[src/rtl/amdfs_pkg.sv]
`timescale 1ns / 1ps

package amdfs_pkg;

   localparam int OPC_W   = 2;
   localparam int NODE_W  = 6;
   localparam int LABEL_W = 8;
   localparam int CNT_W   = 7;

   localparam int MAX_NODES_DEF = 64;
   localparam logic [CNT_W-1:0] NODE_COUNT_RST = 7'd64;

   localparam logic [OPC_W-1:0] OP_SET_LABEL = 2'd0;
   localparam logic [OPC_W-1:0] OP_ADD_EDGE  = 2'd1;
   localparam logic [OPC_W-1:0] OP_WALK      = 2'd2;

   // source of the adjacency row read address
   localparam logic [1:0] ROW_SRC_REQ = 2'd0;
   localparam logic [1:0] ROW_SRC_TOP = 2'd1;
   localparam logic [1:0] ROW_SRC_STK = 2'd2;

   typedef struct packed {
      logic [OPC_W-1:0]   opcode;
      logic [NODE_W-1:0]  node_a;
      logic [NODE_W-1:0]  node_b;
      logic [LABEL_W-1:0] label;
   } req_type;

   typedef struct packed {
      logic [NODE_W-1:0]  node_index;
      logic [LABEL_W-1:0] node_label;
      logic               last;
   } rsp_type;

   typedef struct packed {
      logic       take;
      logic       lab_wr;
      logic       start;
      logic       edge_wr;
      logic       push;
      logic       pop;
      logic       top_load;
      logic       emit;
      logic       emit_last;
      logic [1:0] row_src;
   } cmd_type;

   typedef struct packed {
      logic [OPC_W-1:0] opcode;
      logic             label_ok;
      logic             edge_ok;
      logic             start_ok;
      logic             cand_nz;
      logic             depth_one;
      logic             out_free;
   } stat_type;

endpackage

[src/rtl/amdfs_ctrl.sv]
`timescale 1ns / 1ps

module amdfs_ctrl import amdfs_pkg::*; (
   input  logic     clock,
   input  logic     reset,
   input  logic     req_valid,
   output logic     req_ready,
   input  stat_type stat,
   output cmd_type  cmd
);

   localparam logic [2:0] S_IDLE    = 3'd0;
   localparam logic [2:0] S_EDGE_WR = 3'd1;
   localparam logic [2:0] S_FETCH   = 3'd2;
   localparam logic [2:0] S_EVAL    = 3'd3;
   localparam logic [2:0] S_POP     = 3'd4;
   localparam logic [2:0] S_FINISH  = 3'd5;

   logic [2:0] state_ff;
   logic [2:0] state_in;

   always_comb begin
      cmd         = '0;
      cmd.row_src = ROW_SRC_TOP;
      state_in    = state_ff;
      req_ready   = (state_ff == S_IDLE);
      unique case (state_ff)
         S_IDLE: begin
            cmd.row_src = ROW_SRC_REQ;
            if (req_valid) begin
               cmd.take = 1'b1;
               unique case (stat.opcode)
                  OP_SET_LABEL: cmd.lab_wr = stat.label_ok;
                  OP_ADD_EDGE: begin
                     if (stat.edge_ok) state_in = S_EDGE_WR;
                  end
                  OP_WALK: begin
                     if (stat.start_ok) begin
                        cmd.start = 1'b1;
                        state_in  = S_FETCH;
                     end
                  end
                  default: ;
               endcase
            end
         end
         S_EDGE_WR: begin
            cmd.edge_wr = 1'b1;
            state_in    = S_IDLE;
         end
         S_FETCH: begin
            state_in = S_EVAL;
         end
         S_EVAL: begin
            if (stat.cand_nz) begin
               if (stat.out_free) begin
                  cmd.push = 1'b1;
                  cmd.emit = 1'b1;
                  state_in = S_FETCH;
               end
            end else begin
               cmd.pop  = 1'b1;
               state_in = stat.depth_one ? S_FINISH : S_POP;
            end
         end
         S_POP: begin
            cmd.row_src  = ROW_SRC_STK;
            cmd.top_load = 1'b1;
            state_in     = S_EVAL;
         end
         S_FINISH: begin
            if (stat.out_free) begin
               cmd.emit      = 1'b1;
               cmd.emit_last = 1'b1;
               state_in      = S_IDLE;
            end
         end
         default: state_in = S_IDLE;
      endcase
   end

   always_ff @(posedge clock) begin
      if (reset) begin
         state_ff <= S_IDLE;
      end else begin
         state_ff <= state_in;
      end
   end

endmodule

[config.mk]
export PLATFORM = sky130hd
export DESIGN_NAME = amdfs_ctrl
export DESIGN_NICKNAME = d
export VERILOG_FILES = /design/src/rtl/amdfs_pkg.sv /design/src/rtl/amdfs_ctrl.sv
export SDC_FILE = /design/constraint.sdc
export NUM_CORES = 1
export LEC_CHECK = 0
export BUFFER_PORTS_ARGS = -buffer_cell sky130_fd_sc_hd__clkbuf_2
export CELL_PAD_IN_SITES_DETAIL_PLACEMENT = 1
export CELL_PAD_IN_SITES_GLOBAL_PLACEMENT = 1
export CORE_UTILIZATION = 24
export DETAILED_ROUTE_END_ITERATION = 10
export GPL_TIMING_DRIVEN = 0
export PLACE_DENSITY = 0.68
export RECOVER_POWER = 25
export SETUP_SLACK_MARGIN = 0.1
export SLEW_MARGIN = 15
export SYNTH_ARGS = -nofsm -noshare
export SYNTH_HDL_FRONTEND = slang
export SYNTH_SLANG_ARGS = --single-unit
[constraint.sdc]
create_clock -name clock -period 1.5 [get_ports clock]
set_input_delay 0.3 -clock clock [delete_from_list [all_inputs] [get_ports clock]]
set_output_delay 0.3 -clock clock [all_outputs]
set_load 0.01 [all_outputs]
**After elaboration in Yosys (flattened, before gate mapping)**

Cells that the tools add are included.

- Logic and storage cells: 42
- Input bits: 11
- Memories: 0
- Latch bits: 0
- Register bits after elaboration: 3
- ROM bits: 0
- Bits in writable memories: 0
- Output and inout port bits: 12

- $lt $le $gt $ge: 0
- $mul: 0
- Div/mod/pow operators: 0
- Equality and inequality tests: 13
- Reduce and logical (&&, ||, !) cells: 4
- Bitwise logic cells: 0
- $add $sub $neg: 0
- Muxes and demuxes: 24
- Shift operators: 0

Operators by type and width:

| operator | count |
|---|---|
| 2-to-1 mux 3 bit | 8 |
| one-hot mux 3 bit (4 select lines) | 1 |
| 2-to-1 mux 1 bit | 10 |
| != test 3 bit, second input constant | 3 |
| equality test 3 x 2 -> 1 bit, second input constant | 2 |
| equality test 3 bit, second input constant | 2 |
| one-hot mux 3 bit (2 select lines) | 1 |
| AND reduction 6 bit | 1 |
| 2-to-1 mux 2 bit | 2 |
| != test 2 bit, second input constant | 2 |
| one-hot mux 2 bit (2 select lines) | 1 |
| equality test 3 x 1 -> 1 bit, second input constant | 1 |
| logical NOT 3 bit | 1 |
| != test 3 x 1 -> 1 bit, second input constant | 1 |
| equality test 2 x 1 -> 1 bit, second input constant | 1 |
| equality test 2 bit, second input constant | 1 |
| logical NOT 2 bit | 1 |
| one-hot mux 1 bit (2 select lines) | 1 |
| OR reduction 2 bit | 1 |

**Depth between registers and ports, before layout**

- Depth after elaboration: 4
- Mapped depth: 4
- Mapped depth without buffers: 3

**Worst setup path before layout**

Ideal clock, no wire load.

- Path type: register to output
- Start point: register state_ff[1]
- End point: output port cmd[4] (netlist bit)
- Buffers on the path: 2
- Arrival time: 1.078 ns
- Stages on the path, launching flop included: 5
- Data required time: 1.200 ns
- Slack: 0.122 ns
- Cells stage by stage: dfxtp_1 buf_6 or2_1 nor2_1 buf_4

RTL lines:

| item | RTL line | source |
|---|---|---|
| from (decl) | amdfs_ctrl.sv:19 | `logic [2:0] state_ff;` |
| from (signal assigned) | amdfs_ctrl.sv:86 | `state_ff <= state_in;` |
| to (decl) | amdfs_ctrl.sv:9 | `output cmd_type cmd` |

==> impl_metrics.ini <==
[run_status]
status = complete, but fails checks
violations = negative setup slack

[global_routing]
grt_pass1_vias = 431
antenna_found_initial = 0
grt-ovfl-total = 0
grt_pass1_wl_um = 1880
gr-usage-all-layers = 0.183
grt_max_degree = 10

[yosys]
ys_seq_area_frac = 0.187
yosysUniqueCellTypes = 27
ys.flop_type = dfxtp_1
async_flop_share = 0
synth-seq-cells = 3
synth-edff-count = 0
synthCells = 42
synth_area_um2 = 322
synth_area_per_cell_um2 = 7.66
syn_nets = 53
yosysWarningCount = 0

[floorplan]
design.core.area_um2 = 1170
die_x_um = 38.6
fp.dieH_um = 38.6
std_cell_rows = 12
start_util = 0.275
design.portCount = 23
dieArea_um2 = 1490

[sta]
rsz0062_at_grt = yes
finClkSkew_ps = 3.97
max-slew-margin-rel = 0.832
finalHoldViolations = 0
final_critical_path_setup_slack_ps = -33.9
fmax_mhz = 652
setup_violations = 3
worstMarginPinSlew_ps = 252
slew_violations = 0
fin_crit_ps = 1530
tns_ps = -59.1
fin_crit_sh = 1.02

[finish]
largest_reg_flops = 3
area_growth_pct = 105
final_nets = 91
fill_cells = 147
top_register = state_ff
final_common_cell = clkbuf_2
reg_top3 = state_ff x3
final_area_um2 = 661
seqCellArea_um2 = 66.3
multi_input_area_um2 = 285
final_cell_mix = 13 x clkbuf_2, 11 x buf_6, 7 x buf_4
drive_gt1_frac = 0.658
diodes = 0

[power_and_ir_drop]
p_seq_frac = 0.284
power_frac_comb = 0.251
swShare = 0.246
power.net_switching_w = 0.0000719
power.density_nw_per_um2 = 443
p_int_w = 0.000221
cellLeakagePower_nw = 0.318
ir_drop_uv = 275
p_clk_frac = 0.465

[clocking]
cts-root-buf = clkbuf_4
clk_latency_ps = 220
cts_hold_buf = 0
htree_levels = 1
cts_made_buffers = 3
cts_sinks = 3
cts_buffer_depth = 2
clkTransAtPathRegs_ps = 40
cts_tree = built

[setup_path]
critPathLaunchType = flop
r2r_slack_ps = 320
path_class = flop to output port
slowest_delay_ps = 320
cp_common_cell = buf_6
r2r_end = state_ff[1]$_SDFFE_PP0P_
reg2reg_depth = 5
worstPathRequired_ps = 1200
crit_slowest_cell = dfxtp_2
setup.worst_path.end_class = output port
reg2reg_from = state_ff[1]$_SDFFE_PP0P_
cp_cell_sequence = buf_6 > or2_4 > nor2_4 > buf_6 > buf_6
worstPathArrival_ps = 1230
crit_fanout = 5

[routing]
wl_um = 1200
route.detailed.drc = 0
wl_per_cell_um = 12.9
drtPass1Iterations = 1
drtIter0Drc = 0
via_per_inst = 4.72
postRouteAntennaNets = 0
num_vias = 439

[placed_design]
io_buffers = 22
placed_cell_area_um2 = 449
place.gp.congestion = 0.673

[job]
maxCapViolCount = 0

[hold_path]
hold_class = input port to flop
worstHoldPathCells = 3
hp-start = reset
hold_path_end = state_ff[2]$_SDFFE_PP0P_
worst max-delay path, delay by kind of cell, from the launching register on:
family        cells  cell delay [ps]
flops             1              320
simple gates      2              370
buf+inv           3              310
power by group through the flow:
stage / registers (W) / clock network (W) / logic [W]
floorplan: 0.0000848 / 0 / 0.0000281
global placement: 0.0000857 / 0 / 0.0000557
detailed placement: 0.0000857 / 0 / 0.0000568
CTS: 0.0000831 / 0.000142 / 0.0000701
global route: 0.0000833 / 0.000154 / 0.0000811
finish: 0.0000832 / 0.000136 / 0.0000735
stage by stage:
step                instances  utilization  setup WS, ps  power, W  hold WS (ps)
global placement           78        0.384           146  0.000141           623
global route               93        0.564          -100  0.000319           402
CTS                        91        0.527         -31.3  0.000295           378
floorplan                  42            -           122  0.000113           479
finish                     93        0.564         -33.9  0.000293           383
detailed placement         78        0.384           128  0.000143           625
area by class of cell:
class,count,area share
multi-input combinational,36,0.432
sequential,3,0.100
inverter,1,0.00568
timing repair buffer,33,0.362
tap,14,0.0265
buffer,2,0.0341
clock buffer,4,0.0398
timing repair:
action	4_1_cts	5_1_grt
resized for setup	21	12
pin swaps	7	5
endpoints found under the setup margin	10	11
buffers inserted	9	2
cloned	0	0
how the worst max path moves through the flow:
stage               slack, ps  endpoint                      from  cells past startpoint
finish                    -30    cmd[4]  state_ff[1]$_SDFFE_PP0P_                      5
global route             -100    cmd[9]  state_ff[1]$_SDFFE_PP0P_                      5
CTS                       -30    cmd[8]  state_ff[2]$_SDFFE_PP0P_                      4
detailed placement        130    cmd[4]  state_ff[1]$_SDFFE_PP0P_                      5
global placement          150    cmd[3]  state_ff[2]$_SDFFE_PP0P_                      4
floorplan                 120    cmd[4]  state_ff[1]$_SDFFE_PP0P_                      4
layer usage:
layer	routed length [um]	part of all wire	vias to the layer above	global-route usage
li1	-	-	225	-
met1	462	0.39	198	0.197
met2	670	0.56	16	0.363
met3	63	0.053	0	0.0347
met4	0	0	0	0.0259
met5	0	0	-	0
kinds of logic (layout without fill, tap and decap cells):
logic type,after synthesis,count (layout),share of synthesized area
buffers and inverters,3,40,0.0700
DFF,3,3,0.187
and+or+nand+nor,29,29,0.572
AOI/OAI and AO/OA,7,7,0.171
cells in the mapped netlist (all sizes together) (2+ instances only):
cell / instances / share of area
nand2: 3 / 0.035
buf: 2 / 0.058
and2: 2 / 0.047
nand4b: 2 / 0.054
nor2b: 2 / 0.039
dfxtp: 3 / 0.19
nor2: 7 / 0.082
nor3: 2 / 0.066
or2: 2 / 0.039
nand2b: 3 / 0.058
and3: 2 / 0.039
Power figures use the tool's default switching activity.
